**src/pih_ram.sv**
```systemverilog
// ----------------------------------------------------------------------------
// pih_ram
// Generic single-port-write, single-read RAM with a registered read.
// ----------------------------------------------------------------------------
module pih_ram #(
  parameter int WIDTH = 8,
  parameter int DEPTH = 16
) (
  input  logic                     clk,
  input  logic                     wr_en,
  input  logic [$clog2(DEPTH)-1:0] wr_addr,
  input  logic [WIDTH-1:0]         wr_data,
  input  logic [$clog2(DEPTH)-1:0] rd_addr,
  output logic [WIDTH-1:0]         rd_data
);

  logic [WIDTH-1:0] mem [DEPTH];

  always_ff @(posedge clk) begin
    if (wr_en) begin
      mem[wr_addr] <= wr_data;
    end
    rd_data <= mem[rd_addr];
  end

endmodule

```
**config.mk**
```make
export PLATFORM = sky130hd
export DESIGN_NAME = pih_ram
export DESIGN_NICKNAME = d
export VERILOG_FILES = /design/src/pih_ram.sv
export SDC_FILE = /design/constraint.sdc
export NUM_CORES = 1
export LEC_CHECK = 0
export BUFFER_PORTS_ARGS = -buffer_cell sky130_fd_sc_hd__buf_2
export CAP_MARGIN = 20
export CORE_UTILIZATION = 24
export DETAILED_ROUTE_END_ITERATION = 10
export PLACE_DENSITY = 0.45
export SYNTH_ARGS = -nofsm -noshare
export SYNTH_HDL_FRONTEND = slang
export SYNTH_SLANG_ARGS = --single-unit
```
**constraint.sdc**
```tcl
create_clock -name clk -period 2.1 [get_ports clk]
set_clock_uncertainty 0.15 [all_clocks]
set_input_delay 0 -clock clk [delete_from_list [all_inputs] [get_ports clk]]
set_output_delay 0 -clock clk [all_outputs]
set_load 0.01 [all_outputs]
```
==> results.tsv, run 1 <==
stage	metric	value	unit
floorplan	start_util	24.49	%
outcome	status	finished, final reports clean	
sta	clock.fmax	499.3	MHz
setup_path	cp.arrival	1980	ps
setup_path	worstSetupEndpointType	flop	
floorplan	row_count	53	
yosys	seq_area_frac_synth	77.78	%
setup_path	worstPathCellList	dlygate4sd3_1, buf_2, or3b_2, nor2_1, dlygate4sd3_1	
detailed_routing	firstDrtPassIters	4	
setup_path	reg2reg_slack	470	ps
floorplan	die_area	0.02204	mm2
finish	num-fill-cells	2033	
setup_path	worstPathMaxFanout	4	
yosys	synth_nets	247	
yosys	synthArstFlopShare	0	%
setup_path	crit_required	2080	ps
sta	final_max_slew_viol_count	0	
yosys	synthCells	229	
finish	finish.instance_area	0.006543	mm2
place	place_congestion	0.7131	
global_route	grt_max_degree	26	
yosys	synth_edf_count	128	
yosys	synthTopCellsByCount	128 x edfxtp_1, 18 x mux4_2, 16 x a22oi_1	
cts	path_clk_slew	60	ps
setup_path	cp_slowest_cell	dlygate4sd3_1	
detailed_routing	vias_per_cell	4.223	
setup_path	regToRegEndpoint	rd_data[4]	
cts	cts_tree	done	
place	io_buffers	25	
yosys	yosysUniqueCellTypes	19	
detailed_routing	drt_iter0_drc	150	
setup_path	worstReg2RegStart	mem[2][4]	
yosys	synth_flop_cell	edfxtp_1	
detailed_routing	wl	11400	um
finish	n_antenna_cell	0	
cts	cts_buffer_depth	2	
place	dpl.hpwl	7235	um
sta	fin_setup_tns	0	ps
detailed_routing	wl_per_cell	19.42	um
yosys	synth_top_area_share	74.67	%
cts	cts.sinks	136	
setup_path	startpoint_type	input pin	
sta	relSlewSlack	68.50	%
setup_path	path_common_cell	dlygate4sd3_1	
setup_path	crit_type	input pin to flop	
global_route	gr-total-overflow	0	
worst_hold_path	holdCritStartpoint	wr_en	
worst_hold_path	holdPathStages	3	
detailed_routing	ant_nets	0	
global_route	grt_pass1_vias	2684	
place	preCtsSetupSlack	375.8	ps
global_route	antenna_found_initial	0	
floorplan	die-width	148.5	um
global_route	grt_pass1_wl	17070	um
sta	timing_hold_violations_final	0	
cts	cts_buffers	17	
power	p_per_area	1047	mW/mm2
cts	clk_latency	420	ps
finish	drive_gt1_share	31.73	%
worst_hold_path	hold_end	mem[7][1]	
yosys	syn_area	0.005147	mm2
sta	tightest_slew	472.6	ps
global_route	track_usage	11.39	%
sta	fin_crit_sh	95.37	%
setup_path	r2r_cells	3	
cts	cts_repair_resize_count	0	
place	placed_cell_area	0.005715	mm2
sta	final.setup.worst_slack	97.19	ps
power	p_leak	2.202	nW
yosys	synth.avg_cell_area	22.48	um2
floorplan	ios	26	
yosys	ys_ff_latch	136	
detailed_routing	drc	0	
sta	setup_viol	0	
yosys	yosys.area.top_type	edfxtp_1	
sta	period_needed	2003	ps
sta	rsz0062_at_grt	false	
run	drv_cap	0	
floorplan	fp.coreArea	0.02102	mm2
yosys	yosys_warnings	0	
finish	syn2layout_area_growth	27.10	%
cts	cts_root_buffer	clkbuf_16	
cts	ctsHtreeMaxLevel	4	
yosys	yosysMostFrequentCell	edfxtp_1	
detailed_routing	vias	2479	
yosys	synth_top_cells_by_area	edfxtp_1 75%, mux4_2 7.9%, mux4_1 7.1%, dfxtp_1 3.1%, a22oi_1 2.3%	
worst_hold_path	hold_path.class	input pin to flop	
power	vdd_ir_drop_max	0.5846	mV
setup_path	critPathMaxStageDelay	630	ps
finish	fin_nets	317	
floorplan	fp.dieH	148.5	um
area by class of cell:
type	instances	area [um2]	share of cell area, %
Multi-Input combinational cell	83	1057	16.16
Timing Repair Buffer	61	440.4	6.732
Clock inverter	15	271.5	4.150
Tap cell	275	344.1	5.259
Sequential cell	136	4004	61.20
Clock buffer	17	425.4	6.502
critical path: cells and delay by family:
kind / cells / cell delay (ps)
buffers and inverters: 3 / 1300
AND/OR/NAND/NOR: 2 / 680
stage by stage:
stage          utilization, %  total power [mW]  hold WS [ps]  cells
2_1_floorplan               -             3.267        -51.13    229
5_1_grt                 31.12             7.067         22.48    587
4_1_cts                 31.12             6.943         3.282    587
3_3_place_gp            27.19             3.414         241.7    542
6_report                31.12             6.852         20.84    587
3_5_place_dp            27.19             3.418         244.6    542
metal layers:
metal / track usage (%) / up-vias / routed length [um] / part of all wire, %
met1: 14.51 / 1299 / 5374 / 47
met2: 17.59 / 57 / 5470 / 48
met3: 4.202 / 11 / 392 / 3.4
li1: - / 1112 / - / -
met5: 0 / - / 0 / 0
met4: 4.330 / 0 / 163 / 1.4
cells in the final DEF (no fill, tap or decap):
master,n
mux4_1,14
edfxtp_1,128
and2_1,1
buf_4,22
clkinv_4,1
dlygate4sd3_1,13
and2b_1,1
nand3_1,1
a22oi_1,16
or3b_2,1
dfxtp_1,8
inv_6,2
nand2_1,9
nand2b_1,2
buf_2,25
nor3_1,4
clkbuf_16,17
clkinvlp_4,4
clkinv_2,1
mux4_2,18
nand3b_1,2
nor2b_1,1
bufinv_16,7
nor2_1,13
buf_12,1
flip-flops by register name, indices dropped and copies added, names as in the netlist:
signal and count:
rd_data 8, mem 128
cells by family after synthesis:
family	share of synthesized area, %
AO/OA/AOI/OAI	2.334
buffers and inverters	1.677
flip-flops	77.78
multiplexers	15.02
AND/OR/NAND/NOR	3.184
where the power goes:
group | total (mW) | internal (mW) | leakage [nW] | switching [mW]
combinational | 0.316 | 0.139 | 0.652 | 0.177
clock | 3.48 | 2.35 | 0.326 | 1.13
sequential | 3.05 | 3.03 | 1.22 | 0.0190
worst max path at each step:
stage                     from    endpoint  slack (ps)  cells after the start
detailed placement  rd_addr[1]  rd_data[3]         380                      5
CTS                 wr_addr[2]   mem[2][6]         160                      5
floorplan           wr_addr[2]   mem[0][0]         460                      2
global placement    rd_addr[0]  rd_data[3]         390                      5
global route        wr_addr[2]   mem[2][4]          80                      5
finish              wr_addr[2]   mem[2][4]         100                      5
repair_timing:
item | CTS | global route
setup buffers | 0 | 0
endpoints found under the hold margin | 136 | 0
hold buffers | 13 | 0
Note: power is estimated with default switching activity, not from simulation.
==> run 2, diff against run 1 <==
==> constraint.sdc (replaced) <==
create_clock -name clk -period 2.1 [get_ports clk]
set_clock_uncertainty 0.15 [all_clocks]
set_input_delay 0.21 -clock clk [delete_from_list [all_inputs] [get_ports clk]]
set_output_delay 0.21 -clock clk [all_outputs]
set_load 0.01 [all_outputs]
==> run 2 against run 1 <==
Effect of this change:
- critical path depth down 2
- via count is 2.7% lower
- sequential power is essentially flat
- global-route usage is 0.12 points lower
- clock power down 16%
- highest routed layer unchanged
- final cell count is 1.9% lower
- clock-buffer cell count rose by 3
==> results.tsv, run 2 (synthesized netlist as in run 1, its figures left out) <==
stage	metric	value	unit	change
sta	tightest_slew	462.9	ps	-9.673 ps
setup_path	crit_required	2240	ps	+160 ps
setup_path	crit_end	rd_data[3]		
finish	largestRegisters	mem: 128 flops, rd_data: 8 flops		
finish	mostFrequentLayoutCells	128 x edfxtp_1, 25 x buf_2, 23 x buf_4		
run	drv_cap	0		unchanged
sta	timing_hold_violations_final	0		unchanged
sta	rsz0062_at_grt	false		
sta	relSlewSlack	69.14	%	+0.64 points
cts	path_clk_slew	50	ps	about the same
finish	drive_gt1_share	31.89	%	+0.16 points
finish	fin_nets	306		-3.5%
sta	clock.fmax	629.0	MHz	+26%
power	p_per_area	990.8	mW/mm2	-5.4%
detailed_routing	wl	11350	um	-0.47%
cts	postCtsSetupBuffers	0		unchanged
detailed_routing	drt_iter0_drc	172		+15%
global_route	track_usage	11.27	%	-0.12 points
power	p_leak	2.128	nW	-3.4%
finish	syn2layout_area_growth	22.97	%	
cts	cts_buffers	17		unchanged
floorplan	fp.coreArea	0.02102	mm2	unchanged
sta	fin_crit_sh	75.70	%	-20 points
setup_path	startpoint_type	flop		
setup_path	worstSetupEndpointType	flop		
global_route	grt_max_degree	27		+3.8%
floorplan	die_area	0.02204	mm2	unchanged
worst_hold_path	holdPathStages	1		-2
setup_path	cp.arrival	1730	ps	-250 ps
finish	final_common_cell	edfxtp_1		
detailed_routing	vias_per_cell	4.186		-0.89%
cts	cts.sinks	136		unchanged
place	io_buffers	25		unchanged
cts	clk_latency	400	ps	-20 ps
setup_path	crit_type	flop to flop		
cts	cts_repair_resize_count	0		unchanged
setup_path	r2r_cells	3		unchanged
global_route	grt_pass1_wl	16980	um	-0.53%
sta	setup_viol	0		unchanged
finish	largest_reg_flops	128		unchanged
finish	regMostFlops	mem		
detailed_routing	wl_per_cell	19.70	um	+1.4%
cts	ctsHtreeMaxLevel	4		unchanged
finish	num-fill-cells	1989		-2.2%
cts	cts_tree	done		
detailed_routing	drc	0		unchanged
floorplan	row_count	53		unchanged
global_route	antenna_found_initial	0		unchanged
global_route	gr-total-overflow	0		unchanged
worst_hold_path	hold_path.class	input pin to flop		
detailed_routing	ant_nets	0		unchanged
setup_path	reg2reg_slack	510	ps	+40 ps
outcome	status	finished, final reports clean		
global_route	grt_pass1_vias	2576		-4.0%
setup_path	regToRegEndpoint	rd_data[3]		
cts	ctsHoldBuffers	0		-13
sta	period_needed	1590	ps	-413.0 ps
place	dpl.hpwl	7513	um	+3.8%
sta	final_max_slew_viol_count	0		unchanged
finish	n_antenna_cell	0		unchanged
place	place_congestion	0.7045		-1.2%
detailed_routing	firstDrtPassIters	4		unchanged
floorplan	ios	26		unchanged
floorplan	die-width	148.5	um	unchanged
floorplan	fp.dieH	148.5	um	unchanged
floorplan	start_util	24.49	%	unchanged
cts	cts_buffer_depth	2		unchanged
detailed_routing	vias	2411		-2.7%
power	vdd_ir_drop_max	0.6388	mV	+9.3%
setup_path	worstSetupStartpoint	mem[1][3]		
sta	fin_setup_tns	0	ps	unchanged
cts	cts_root_buffer	clkbuf_16		
setup_path	worstPathMaxFanout	1		-3
finish	final_core_util	30.11	%	-1.0 points
setup_path	worstReg2RegStart	mem[1][3]		
[run 2: layout make-up]
type,instances,area (um2),area share [%]
Tap cell,275,344.1,5.436
Clock inverter,12,130.1,2.056
Sequential cell,136,4004,63.25
Multi-Input combinational cell,83,1057,16.70
Timing Repair Buffer,50,337.8,5.337
Clock buffer,20,456.7,7.215
[run 2: worst min path at each step]
| stage | slack (ps) | end | from |
|---|---|---|---|
| finish | 40 | mem[8][2] | wr_data[2] |
| floorplan | 160 | mem[0][0] | wr_data[0] |
| CTS | 40 | mem[8][2] | wr_data[2] |
| global route | 40 | mem[8][2] | wr_data[2] |
| detailed placement | 460 | rd_data[7] | rd_data[7] |
| global placement | 460 | mem[2][5] | wr_data[5] |
[run 2: report_power, final]
part,switching (mW),internal (mW),leakage (nW),total [mW]
logic,0.174,0.127,0.611,0.301
registers,0.0233,3.04,1.22,3.06
clock network,1.01,1.90,0.293,2.91
total,1.21,5.06,2.13,6.27
[run 2: stage by stage]
step	instances	instance area (um2)	hold WS (ps)	setup WS, ps	power (mW)
2_1_floorplan	229	5147	158.9	247.1	3.267
3_3_place_gp	544	5743	461.5	198.8	3.422
3_5_place_dp	544	5743	461.9	212.6	3.426
4_1_cts	576	6330	35.75	502.0	6.347
5_1_grt	576	6330	40.36	421.1	6.488
6_report	576	6330	43.66	510.2	6.272
[run 2: per-layer routing]
layer | global-route usage [%] | share of wire (%) | vias to the layer above
met1 | 15.03 | 48 | 1268
met5 | 0 | 0 | -
met3 | 3.282 | 3.7 | 6
li1 | - | - | 1089
met2 | 17.55 | 48 | 48
met4 | 3.711 | 0.75 | 0
[run 2: critical path, cell delays in order (launching register included)]
cell	delay (ps)
edfxtp_1	360
mux4_1	520
a22oi_1	350
nand2_1	100
